<file path="config.mk">
export PLATFORM = sky130hd
export DESIGN_NAME = rf_pulse_timing_recorder
export DESIGN_NICKNAME = d
export VERILOG_FILES = /design/src/rtl/core/rptr_pkg.sv /design/src/rtl/core/rptr_timing_ram.sv /design/src/rtl/core/rptr_gap_track.sv /design/src/rtl/core/rf_pulse_timing_recorder.sv
export SDC_FILE = /design/constraint.sdc
export NUM_CORES = 1
export LEC_CHECK = 0
export BUFFER_PORTS_ARGS = -buffer_cell sky130_fd_sc_hd__buf_4
export CORE_MARGIN = 5
export CORE_UTILIZATION = 60
export DETAILED_ROUTE_END_ITERATION = 8
export GPL_TIMING_DRIVEN = 0
export PLACE_DENSITY = 0.77
export SLEW_MARGIN = 20
export SYNTH_ARGS = -nofsm -noshare
export SYNTH_HDL_FRONTEND = slang
export SYNTH_SLANG_ARGS = --single-unit
</file>
<file path="constraint.sdc">
create_clock -name clk -period 7 [get_ports clk]
set_input_delay 0.35 -clock clk [delete_from_list [all_inputs] [get_ports clk]]
set_output_delay 0.35 -clock clk [all_outputs]
set_load 0.02 [all_outputs]
</file>
<file path="src/rtl/core/rptr_pkg.sv">
// Package: constants, register codes and shared types of the pulse timing recorder.
package rptr_pkg;

	localparam int MAX_EDGES = 64;
	localparam int ADDR_W    = $clog2(MAX_EDGES);
	localparam int EC_W      = $clog2(MAX_EDGES + 1);

	localparam int TS_W   = 16;
	localparam int DUR_W  = 17;
	localparam int RC_W   = 4;
	localparam int IDX_W  = 6;
	localparam int FE_W   = 7;
	localparam int CIDX_W = 2;

	localparam logic [CIDX_W-1:0] REG_SEP_LIMIT  = 2'd0;
	localparam logic [CIDX_W-1:0] REG_GAP_TOL    = 2'd1;
	localparam logic [CIDX_W-1:0] REG_REPEAT_THR = 2'd2;

	localparam logic [DUR_W-1:0] SEP_LIMIT_RST  = 17'd4300;
	localparam logic [DUR_W-1:0] GAP_TOL_RST    = 17'd200;
	localparam logic [RC_W-1:0]  REPEAT_THR_RST = 4'd2;

	localparam logic OP_CAPTURE = 1'b0;
	localparam logic OP_READ    = 1'b1;

	typedef struct packed {
		logic [DUR_W-1:0] sep_limit;
		logic [DUR_W-1:0] gap_tol;
		logic [RC_W-1:0]  repeat_thr;
	} cfg_t;

	typedef struct packed {
		logic              frame_ready;
		logic [FE_W-1:0]   frame_edges;
		logic [ADDR_W-1:0] wr_addr;
	} trk_t;

endpackage

</file>
<file path="src/rtl/core/rptr_timing_ram.sv">
// Timing store: one write port, one registered read port.
module rptr_timing_ram (
	input  logic                       clk,
	input  logic                       we,
	input  logic [rptr_pkg::ADDR_W-1:0] waddr,
	input  logic [rptr_pkg::DUR_W-1:0]  wdata,
	input  logic                       re,
	input  logic [rptr_pkg::ADDR_W-1:0] raddr,
	output logic [rptr_pkg::DUR_W-1:0]  rdata
);
	import rptr_pkg::*;

	logic [DUR_W-1:0] mem [MAX_EDGES];

	always_ff @(posedge clk) begin
		if (we) begin
			mem[waddr] <= wdata;
		end
	end

	always_ff @(posedge clk) begin
		if (re) begin
			rdata <= mem[raddr];
		end
	end

endmodule

</file>
<file path="src/rtl/core/rptr_gap_track.sv">
// Gap detection, repeat and edge counters, and store address for each capture.
module rptr_gap_track (
	input  logic                       clk,
	input  logic                       arst_n,
	input  logic                       commit,
	input  logic [rptr_pkg::DUR_W-1:0]  dur,
	input  rptr_pkg::cfg_t             cfg,
	output rptr_pkg::trk_t             trk
);
	import rptr_pkg::*;

	logic [RC_W-1:0]  repeat_count_q;
	logic [EC_W-1:0]  edge_count_q;
	logic [DUR_W-1:0] entry0_q;

	logic             is_gap;
	logic [DUR_W-1:0] adiff;
	logic             match;
	logic [RC_W-1:0]  rc_inc;
	logic             hit;
	logic [RC_W-1:0]  rc_a;
	logic [EC_W-1:0]  ec_a;
	logic             full;
	logic [RC_W-1:0]  rc_n;
	logic [EC_W-1:0]  ec_w;

	always_comb begin
		is_gap = dur > cfg.sep_limit;
		adiff  = (dur >= entry0_q) ? (dur - entry0_q) : (entry0_q - dur);
		match  = (repeat_count_q == '0) || (adiff < cfg.gap_tol);
		rc_inc = repeat_count_q + RC_W'(1);
		hit    = is_gap && match && (rc_inc == cfg.repeat_thr);
		rc_a   = (is_gap && match) ? (hit ? '0 : rc_inc) : repeat_count_q;
		ec_a   = is_gap ? '0 : edge_count_q;
		full   = ec_a >= EC_W'(MAX_EDGES);
		rc_n   = full ? '0 : rc_a;
		ec_w   = full ? '0 : ec_a;
		trk.frame_ready = hit;
		trk.frame_edges = hit ? FE_W'(edge_count_q) : '0;
		trk.wr_addr     = ADDR_W'(ec_w);
	end

	always_ff @(posedge clk or negedge arst_n) begin
		if (!arst_n) begin
			repeat_count_q <= '0;
			edge_count_q   <= '0;
		end else if (commit) begin
			repeat_count_q <= rc_n;
			edge_count_q   <= ec_w + EC_W'(1);
		end
	end

	// hold a copy of entry 0 for the gap match
	always_ff @(posedge clk) begin
		if (commit && ec_w == '0) begin
			entry0_q <= dur;
		end
	end

endmodule

</file>
<file path="src/rtl/core/rf_pulse_timing_recorder.sv">
// Top level of the pulse timing recorder: capture pipeline, registers and output stage.
// An input beat passes through the stage 1 and stage 2 registers to the output beat.
// Throughput: one beat per cycle unless stalled; the store takes one write or read per cycle.
// Duration is computed in stage 1; gap tracking, store write and store read in stage 2.
// Reset: counters and last capture clear, registers take their defaults; store is not cleared.
module rf_pulse_timing_recorder (
	input  logic                         clk,
	input  logic                         arst_n,
	input  logic                         cfg_valid,
	output logic                         cfg_ready,
	input  logic [rptr_pkg::CIDX_W-1:0]  cfg_index,
	input  logic [rptr_pkg::DUR_W-1:0]   cfg_data,
	input  logic                         in_valid,
	output logic                         in_ready,
	input  logic                         op,
	input  logic [rptr_pkg::TS_W-1:0]    capture_value,
	input  logic [rptr_pkg::IDX_W-1:0]   read_index,
	output logic                         out_valid,
	input  logic                         out_ready,
	output logic [rptr_pkg::DUR_W-1:0]   pulse_duration,
	output logic                         frame_ready,
	output logic [rptr_pkg::FE_W-1:0]    frame_edges,
	output logic [rptr_pkg::DUR_W-1:0]   read_value
);
	import rptr_pkg::*;

	cfg_t cfg_q;

	logic [TS_W-1:0]   last_q;
	logic [TS_W-1:0]   diff;
	logic [DUR_W:0]    triple;

	logic              valid_s1;
	logic              op_s1;
	logic              inrange_s1;
	logic [DUR_W-1:0]  dur_s1;
	logic [ADDR_W-1:0] raddr_s1;

	logic              valid_s2;
	logic              op_s2;
	logic              inrange_s2;
	logic [DUR_W-1:0]  dur_s2;
	logic              ready_s2;
	logic [FE_W-1:0]   edges_s2;

	logic              adv;
	logic              take;
	logic              commit;
	logic              rd_en;
	logic [DUR_W-1:0]  rdata;
	trk_t              trk;

	assign cfg_ready = 1'b1;

	always_ff @(posedge clk or negedge arst_n) begin
		if (!arst_n) begin
			cfg_q.sep_limit  <= SEP_LIMIT_RST;
			cfg_q.gap_tol    <= GAP_TOL_RST;
			cfg_q.repeat_thr <= REPEAT_THR_RST;
		end else if (cfg_valid) begin
			case (cfg_index)
				REG_SEP_LIMIT:  cfg_q.sep_limit  <= cfg_data;
				REG_GAP_TOL:    cfg_q.gap_tol    <= cfg_data;
				REG_REPEAT_THR: cfg_q.repeat_thr <= cfg_data[RC_W-1:0];
				default: begin
				end
			endcase
		end
	end

	assign adv      = !valid_s2 || out_ready;
	assign in_ready = !valid_s1 || adv;
	assign take     = in_valid && in_ready;
	assign commit   = adv && valid_s1 && (op_s1 == OP_CAPTURE);
	assign rd_en    = adv && valid_s1 && (op_s1 == OP_READ);

	// scale by 3/2: (diff + 2*diff) >> 1
	assign diff   = capture_value - last_q;
	assign triple = {2'b00, diff} + {1'b0, diff, 1'b0};

	always_ff @(posedge clk or negedge arst_n) begin
		if (!arst_n) begin
			last_q   <= '0;
			valid_s1 <= 1'b0;
		end else begin
			if (take && op == OP_CAPTURE) begin
				last_q <= capture_value;
			end
			if (in_ready) begin
				valid_s1 <= in_valid;
			end
		end
	end

	always_ff @(posedge clk) begin
		if (take) begin
			op_s1      <= op;
			dur_s1     <= triple[DUR_W:1];
			inrange_s1 <= 32'(read_index) < 32'(MAX_EDGES);
			raddr_s1   <= ADDR_W'(read_index);
		end
	end

	rptr_gap_track u_track (
		.clk    (clk),
		.arst_n (arst_n),
		.commit (commit),
		.dur    (dur_s1),
		.cfg    (cfg_q),
		.trk    (trk)
	);

	rptr_timing_ram u_ram (
		.clk   (clk),
		.we    (commit),
		.waddr (trk.wr_addr),
		.wdata (dur_s1),
		.re    (rd_en),
		.raddr (raddr_s1),
		.rdata (rdata)
	);

	always_ff @(posedge clk or negedge arst_n) begin
		if (!arst_n) begin
			valid_s2 <= 1'b0;
		end else if (adv) begin
			valid_s2 <= valid_s1;
		end
	end

	always_ff @(posedge clk) begin
		if (adv && valid_s1) begin
			op_s2      <= op_s1;
			inrange_s2 <= inrange_s1;
			dur_s2     <= dur_s1;
			ready_s2   <= commit && trk.frame_ready;
			edges_s2   <= commit ? trk.frame_edges : '0;
		end
	end

	assign out_valid      = valid_s2;
	assign pulse_duration = (op_s2 == OP_CAPTURE) ? dur_s2 : '0;
	assign frame_ready    = (op_s2 == OP_CAPTURE) && ready_s2;
	assign frame_edges    = (op_s2 == OP_CAPTURE) ? edges_s2 : '0;
	assign read_value     = (op_s2 == OP_READ && inrange_s2) ? rdata : '0;

endmodule

</file>
# --- Word level (Yosys, flattened, before mapping) ---
# Memory sizes are Yosys's and may differ from the RTL's. A register that Yosys moved wholly into a read port is not among the register bits.
# Index checks and enable logic that the tools add are counted.
classes:
  reduce_logical: 24
  eq_ne: 3
  addsub: 6
  n_mux: 11
  magnitude_cmp: 4
  bitwise: 3
ops:
  columns: ["op", "count"]
  rows:
  - ["$mux W17", 3]
  - ["$sub A17 B17 Y17", 2]
  - ["$mux W7", 3]
  - ["$add A16 B17 Y18", 1]
  - ["$ge A17 B17 Y1", 1]
  - ["$gt A17 B17 Y1", 1]
  - ["$lt A17 B17 Y1", 1]
  - ["$sub A16 B16 Y16", 1]
  - ["$mux W4", 3]
  - ["$logic_and A1 B1 Y1", 10]
  - ["$reduce_and A2 Y1", 5]
  - ["$add A7 B1 Y7 const B", 1]
  - ["$ge A7 B7 Y1 const B", 1]
  - ["$logic_not A7 Y1", 1]
  - ["$add A4 B1 Y4 const B", 1]
  - ["$eq A4 B4 Y1", 1]
  - ["$logic_not A4 Y1", 1]
  - ["$logic_or A1 B1 Y1", 3]
  - ["$not A1 Y1", 3]
  - ["$eq A2 B1 Y1 const B", 1]
  - ["$eq A2 B2 Y1 const B", 1]
  - ["$logic_not A1 Y1", 2]
  - ["$logic_not A2 Y1", 1]
  - ["$mux W1", 2]
  - ["$reduce_bool A2 Y1", 1]
word_totals:
  elab_cells: 68
  n_memories: 1
  mem_bits_rw: 1088
  output_inout_bits: 45
  reg_bits: 134
  inputBits: 47
memory_table:
  columns: ["memory", "depth", "width", "read_ports", "rd_ports_with_merged_regs", "write_ports", "line", "source"]
  rows:
  - ["u_ram.mem", 64, 17, 1, 1, 1, "rptr_timing_ram.sv:13", "logic [DUR_W-1:0] mem [MAX_EDGES];"]

# --- Depth between registers and ports, before layout ---
depth:
  word_depth: 9
  mapped_depth: 24
  ltp_nobuf: 22

# --- Cells and area by module ---
# From an unflattened synthesis, not the netlist that was laid out.
unflattened:
  cells_unflattened: 2841
  area_unflattened_um2: 51787.2
modules_own_cells:
  columns: ["module", "cells_each", "n_inst", "area_each_um2", "seq_area_each_um2"]
  rows:
  - ["rptr_timing_ram", 1953, 1, 42514.5, 33181.8]
  - ["rf_pulse_timing_recorder", 443, 1, 5480.3, 2914.0]
  - ["rptr_gap_track", 445, 1, 3792.4, 785.8]

# --- Worst setup path before layout ---
# Ideal clock, no wire load.
synth_timing:
  kind: "register to register"
  startpoint: "register dur_s1[1]"
  endpoint: "register edges_s2[5] (data pin)"
  path_stages_with_launch: 24
  n_path_buf: 1
  required_time_ns: 6.868
  arrival_time_ns: 5.415
  period_less_slack_ns: 5.547
  setup_slack_ns: 1.453
  setup_time_ns: 0.132
  cell_sequence: "edfxtp_1 inv_1 ha_1 nor2b_1 o31a_1 o21a_1 o21a_4 nor2_4 buf_6 mux2_1 a211oi_2 o21bai_2 a31oi_1 xnor2_1 ha_1 a21o_1 a21o_1 a21oi_1 o21ai_0 nor2_1 a21oi_1 or2_2 nor2_1 and2_1"
synth_via:
  elab_chain_cells: 7
  word_cells_on_any_way: 10
  classes_between: "add/sub (2); order compare (3); mux (1); reduce/logical (4)"
synth_lines:
  columns: ["item", "line", "source"]
  rows:
  - ["from (decl)", "rf_pulse_timing_recorder.sv:36", "logic [DUR_W-1:0] dur_s1;"]
  - ["from (signal assigned)", "rf_pulse_timing_recorder.sv:98", "dur_s1 <= triple[DUR_W:1];"]
  - ["$sub A17 B17 Y17 / $ge A17 B17 Y1 (equally long branches)", "rptr_gap_track.sv:29", "adiff = (dur >= entry0_q) ? (dur - entry0_q) : (entry0_q - dur);"]
  - ["$mux W17", "rptr_gap_track.sv:29", null]
  - ["$lt A17 B17 Y1", "rptr_gap_track.sv:30", "match = (repeat_count_q == '0) || (adiff < cfg.gap_tol);"]
  - ["$logic_or A1 B1 Y1", "rptr_gap_track.sv:30", null]
  - ["$logic_and A1 B1 Y1 * (2 in a row)", "rptr_gap_track.sv:32", "hit = is_gap && match && (rc_inc == cfg.repeat_thr);"]
  - ["$reduce_and A2 Y1 (no source line) *", null, null]
  - ["to (signal assigned)", "rf_pulse_timing_recorder.sv:137", "edges_s2 <= commit ? trk.frame_edges : '0;"]
  - ["to (decl)", "rf_pulse_timing_recorder.sv:44", "logic [FE_W-1:0] edges_s2;"]
# Every way passes the cells marked *; elsewhere a longest branch is shown, timed or not.
# A chain may end at the register's enable or synchronous reset.

# --- Worst setup path in the final report ---
layout_timing:
  startpoint: "register dur_s1[9]"
  endpoint: "register u_track.repeat_count_q[3]"
layout_via:
  elab_chain_cells: 9
  word_cells_on_any_way: 16
  classes_between: "add/sub (2); order compare (4); mux (5); reduce/logical (5)"
layout_lines:
  columns: ["item", "line", "source"]
  rows:
  - ["$sub A17 B17 Y17 / $ge A17 B17 Y1 (equally long branches)", "rptr_gap_track.sv:29", null]
  - ["$mux W17", "rptr_gap_track.sv:29", null]
  - ["$lt A17 B17 Y1", "rptr_gap_track.sv:30", null]
  - ["$logic_or A1 B1 Y1", "rptr_gap_track.sv:30", null]
  - ["$logic_and A1 B1 Y1", "rptr_gap_track.sv:32, rptr_gap_track.sv:33", null]
  - ["$logic_and A1 B1 Y1", "rptr_gap_track.sv:32", null]
  - ["$mux W4 (2 in a row)", "rptr_gap_track.sv:33", "rc_a = (is_gap && match) ? (hit ? '0 : rc_inc) : repeat_count_q;"]
  - ["$mux W4", "rptr_gap_track.sv:36", "rc_n = full ? '0 : rc_a;"]
  - ["to (signal assigned)", "rptr_gap_track.sv:48", "repeat_count_q <= rc_n;"]
  - ["to (decl)", "rptr_gap_track.sv:12", "logic [RC_W-1:0] repeat_count_q;"]
# Parallel ways exist; a longest one is shown, timed or not. The select of a mux whose other input is x is not followed.

==> results <==
- The flow ran to the end, and the final reports show no timing, DRC or antenna violations.
- Entering global routing, the biggest net connects 68 pins.
- STA classifies the critical path startpoint as a register.
- TritonCTS built the clock tree.
- The max-slew violation total from the final report is 0.
- Of the cells placed in the final design, the portion with a size suffix greater than 1 is 0.3035.
- Of the total power, registers draw 0.459.
- In the global route stage, met2 resource usage came out at 0.4881.
- The net count of the finished layout is 3050.
- Between clock sinks in the finished design, the worst skew comes to 0.02828 ns.
- The total number of clock tree sinks is 1239.
- The number of non-filler instances in the completed layout is 4130.
- The die is 301.3 µm tall.
- Of the total power, the clock network draws 0.305.
- From left edge to right edge, the die measures 301.3 µm.
- The number of synthesis warnings is 0.
- In the post-synthesis netlist, the biggest area contributors are sky130_fd_sc_hd__edfxtp_1 (69%), sky130_fd_sc_hd__mux4_2 (16%), sky130_fd_sc_hd__dfrtp_1 (2.9%).
- The HPWL after detailed placement is 85150 µm.
- Clock tree synthesis selected as its root buffer the cell sky130_fd_sc_hd__clkbuf_16.
- The count of state elements after synthesis is 1239.
- The remaining design rule violation count is 0.
- Clock latency on the worst-skew pair, taken at its later pin, is 0.70 ns.
- The total placed instance area is 0.05497 mm².
- In the layout the commonest cells are sky130_fd_sc_hd__edfxtp_1 (1172), sky130_fd_sc_hd__mux4_2 (357), sky130_fd_sc_hd__inv_1 (122), sky130_fd_sc_hd__clkbuf_16 (121), sky130_fd_sc_hd__ha_1 (102).
- The class of the most critical hold timing path is in -> reg.
- The most common library cell in the layout ignoring fill and taps is sky130_fd_sc_hd__edfxtp_1.
- Of the available clock period, the critical path in the final layout requires 0.8914.
- The dominant synthesized flop cell is sky130_fd_sc_hd__edfxtp_1.
- The leakage dissipation is 19.89 nW.
- After routing the design area is 0.05929 mm².
- The total instance count after detailed placement is 3866.
- The number of nets in the synthesized netlist is 2678.
- The starting density of the core is 0.6063.
- Of all cell types, the one taking the most synthesized area is sky130_fd_sc_hd__edfxtp_1.
- Derived from the worst setup path, the maximum achievable clock frequency is 160.3 MHz.
- The met1 capacity usage during global routing is 0.3886.
- The global routing usage on met3 is 0.06479.
- IR analysis of the VDD net gives a maximum drop of 0.3236 mV.
- The number of maximum-capacitance constraint violations is 0.
- The area of the die is 0.09076 mm².
- The overall routing resource usage is 0.2948.
- Yosys mapped a number of flops with a built-in enable equal to 1172.
- The smallest clock period supported by the final layout is computed as 6.240 ns.
- The highest net fanout along the worst path is 16.
- The clock transition at the registers of the reported paths is 0.06 ns.
- Counting every instance in the synthesized netlist gives 2525.
- The first TritonRoute pass finished after 6 iterations.
- The number of library cell types mapped by synthesis is 74.
- The number of vias after detailed routing is 27289.
- The number of gates resized after CTS was 0.
- Routability-driven placement finished with a final weighted congestion of 0.8688.
- The setup check on the worst reg-to-reg path leaves a slack of 0.76 ns.
- Of the total power, the share spent switching nets is 0.2903.
- The worst-margin pin slew is 1.159 ns.
- The synthesized area per cell is 20.16 µm².
- The number of global-route vias before repair is 28018.
- The first routing iteration left 3755 violations.
- The total routed wirelength is 131300 µm.
- The async set-reset flop share out of synthesis is 0.05408.
- From synthesis to final layout, the design area changed by 16.48%.
- In this run the cell area of the synthesized design comes to 0.05090 mm².
- The count of buffers added on input and output ports is 90.
- The part of the Yosys area used for sequential elements is 0.7246.
- The cell-internal power is 0.01493 W.
- The arrival time of the worst setup path is 6.81 ns.
- Using the TritonRoute via totals, the vias-per-cell ratio works out to 6.608.
- The power dissipated by switching net loads is 0.006106 W.
- Setup repair after global routing left no endpoint under its margin.
- At the worst endpoint, the required time is 7.57 ns.
- The final hold violation count came to 0.
- The worst setup path is captured at a register.
- Power spread over the standard cell area amounts to 354.8 mW/mm².
- Setup violations remaining at the end of the flow were counted as 0.
- The deepest clock path buffer count is 3.
- The relative slew slack is 0.2271.
- The deepest level of the CTS H-tree is 3.
- The final-layout worst hold slack is 0.1041 ns.
- The global-route wire length before repair is 192000 µm.
- The critical path is of the reg -> reg type.
- The number of cell rows is 106.
- The total clock buffers created by CTS is 119.
- The initial antenna violation count is 7.
- The proportion of netlist area held by the largest area contributor is 0.6914.
- Summed over all layers, the global routing overflow is 0.
- The area of the core region is 0.08395 mm².
- In the final routed layout, each cell accounts on average for 31.80 µm.
- The remaining antenna violation count is 0.
- The share of total power in combinational logic is 0.236.
- Pin placement for this block handled 92 I/O pins.
- After global routing, the most crowded layer is met2.
## metrics by stage
stage	util	setup TNS [ns]	power (W)	worst slack, ns
after floorplan	-	0	0.01253	1.453
after global placement	0.6313	-146.07	0.01392	-0.5794
after detailed placement	0.6547	0	0.01462	0.8959
after CTS	0.7061	0	0.02102	0.8461
after global routing	0.7062	0	0.02185	0.4613
final	0.7063	0	0.02104	0.7600
## cells in the mapped netlist (3+ instances only)
| library cell | count |
|---|---|
| sky130_fd_sc_hd__a211oi_1 | 6 |
| sky130_fd_sc_hd__a21boi_0 | 5 |
| sky130_fd_sc_hd__a21o_1 | 15 |
| sky130_fd_sc_hd__a21oi_1 | 38 |
| sky130_fd_sc_hd__a31oi_1 | 8 |
| sky130_fd_sc_hd__and2_1 | 24 |
| sky130_fd_sc_hd__and3_1 | 4 |
| sky130_fd_sc_hd__buf_1 | 20 |
| sky130_fd_sc_hd__buf_2 | 13 |
| sky130_fd_sc_hd__buf_4 | 3 |
| sky130_fd_sc_hd__buf_6 | 3 |
| sky130_fd_sc_hd__clkbuf_1 | 68 |
| sky130_fd_sc_hd__dfrtp_1 | 58 |
| sky130_fd_sc_hd__dfstp_2 | 9 |
| sky130_fd_sc_hd__edfxtp_1 | 1172 |
| sky130_fd_sc_hd__fa_1 | 4 |
| sky130_fd_sc_hd__ha_1 | 102 |
| sky130_fd_sc_hd__inv_1 | 123 |
| sky130_fd_sc_hd__mux2_2 | 42 |
| sky130_fd_sc_hd__mux2i_1 | 4 |
| sky130_fd_sc_hd__mux4_2 | 357 |
| sky130_fd_sc_hd__nand2_1 | 61 |
| sky130_fd_sc_hd__nand2b_1 | 6 |
| sky130_fd_sc_hd__nand3_1 | 29 |
| sky130_fd_sc_hd__nand3b_1 | 7 |
| sky130_fd_sc_hd__nand4_1 | 13 |
| sky130_fd_sc_hd__nor2_1 | 101 |
| sky130_fd_sc_hd__nor2b_1 | 34 |
| sky130_fd_sc_hd__nor3_1 | 19 |
| sky130_fd_sc_hd__nor4_1 | 5 |
| sky130_fd_sc_hd__o211ai_1 | 6 |
| sky130_fd_sc_hd__o21a_1 | 11 |
| sky130_fd_sc_hd__o21ai_0 | 46 |
| sky130_fd_sc_hd__o21ai_1 | 3 |
| sky130_fd_sc_hd__o21bai_1 | 4 |
| sky130_fd_sc_hd__o31a_1 | 3 |
| sky130_fd_sc_hd__o31ai_1 | 6 |
| sky130_fd_sc_hd__or2_2 | 5 |
| sky130_fd_sc_hd__or3_1 | 5 |
| sky130_fd_sc_hd__xnor2_1 | 30 |
| sky130_fd_sc_hd__xor2_1 | 12 |
## path summary, 6_finish.rpt
check,from,to,depth (start not counted)
max in group asynchronous,arst_n,cfg_q[36]$_DFFE_PN0P_,2
worst max register to register,dur_s1[9]$_DFFE_PP_,u_track.repeat_count_q[3]$_DFFE_PN0P_,24
min in group asynchronous,arst_n,last_q[13]$_DFFE_PN0P_,2
worst min-delay path,cfg_index[0],cfg_q[22]$_DFFE_PN0P_,4
worst max-delay path,dur_s1[9]$_DFFE_PP_,u_track.repeat_count_q[3]$_DFFE_PN0P_,24
worst min register to register,last_q[11]$_DFFE_PN0P_,last_q[11]$_DFFE_PN0P_,1
## layout make-up
cell class / instances / area (µm²)
multi-input combinational: 1056 / 13330
clock buffer: 146 / 3142
buffer: 107 / 461.7
antenna: 1 / 2.502
fill: 4796 / 24660
timing repair buffer: 251 / 2861
tap: 1134 / 1419
sequential: 1239 / 36880
inverter: 123 / 461.7
clock inverter: 73 / 732.0
## power by group through the flow
stage | combinational (W) | sequential (W) | clock (W)
6_report | 0.00496 | 0.00965 | 0.00642
5_1_grt | 0.00534 | 0.00968 | 0.00683
4_1_cts | 0.00489 | 0.00966 | 0.00647
3_5_place_dp | 0.00481 | 0.00981 | 0
3_3_place_gp | 0.00311 | 0.0108 | 0
2_1_floorplan | 0.00241 | 0.0101 | 0
## registers in the layout (all words and copies together), names as in the netlist
name	cells
cfg_q	38
dur_s1	17
dur_s2	17
edges_s2	7
last_q	16
op_s1	1
op_s2	1
out_valid	1
raddr_s1	6
ready_s2	1
u_ram.mem	1088
u_ram.rdata	17
u_track.edge_count_q	7
u_track.entry0_q	17
u_track.repeat_count_q	4
valid_s1	1
## cell families after synthesis
family / share of synthesized area
flops: 0.7246
mux: 0.1685
simple gates: 0.03151
buf+inv: 0.01794
compound gates: 0.02350
fa+ha+maj: 0.02665
xor+xnor: 0.007227
other cells: 0.00007367
## what timing repair did
action / CTS / global route
setup endpoints to repair: 0 / 0
setup buffers: 0 / 0
hold buffers: 44 / 0
endpoints found under the hold margin: 121 / 0
## critical path: stages, from the launching register on
cell,delay [ns]
sky130_fd_sc_hd__edfxtp_1,0.84
sky130_fd_sc_hd__buf_8,0.28
sky130_fd_sc_hd__inv_1,0.07
sky130_fd_sc_hd__ha_1,0.28
sky130_fd_sc_hd__buf_4,0.16
sky130_fd_sc_hd__nand4_1,0.14
sky130_fd_sc_hd__nor2_1,0.09
sky130_fd_sc_hd__a311oi_1,0.43
sky130_fd_sc_hd__o21ai_2,0.22
sky130_fd_sc_hd__nor2_4,0.19
sky130_fd_sc_hd__buf_6,0.18
sky130_fd_sc_hd__mux2_1,0.35
sky130_fd_sc_hd__a211oi_2,0.33
sky130_fd_sc_hd__o21bai_2,0.11
sky130_fd_sc_hd__a31oi_1,0.21
sky130_fd_sc_hd__xnor2_1,0.18
sky130_fd_sc_hd__ha_1,0.29
sky130_fd_sc_hd__a21o_1,0.17
sky130_fd_sc_hd__a21o_1,0.18
sky130_fd_sc_hd__a21oi_1,0.13
sky130_fd_sc_hd__o21ai_0,0.08
sky130_fd_sc_hd__nor2_1,0.19
sky130_fd_sc_hd__a21oi_1,0.21
sky130_fd_sc_hd__or3_1,0.48
sky130_fd_sc_hd__o31ai_1,0.32
## routing by layer
metal / up-vias / share of wire
met5: - / 0.00037
li1: 11026 / -
met1: 14107 / 0.35
met3: 341 / 0.099
met2: 1807 / 0.50
met4: 8 / 0.050
Note: power is estimated with default switching activity, not from simulation.
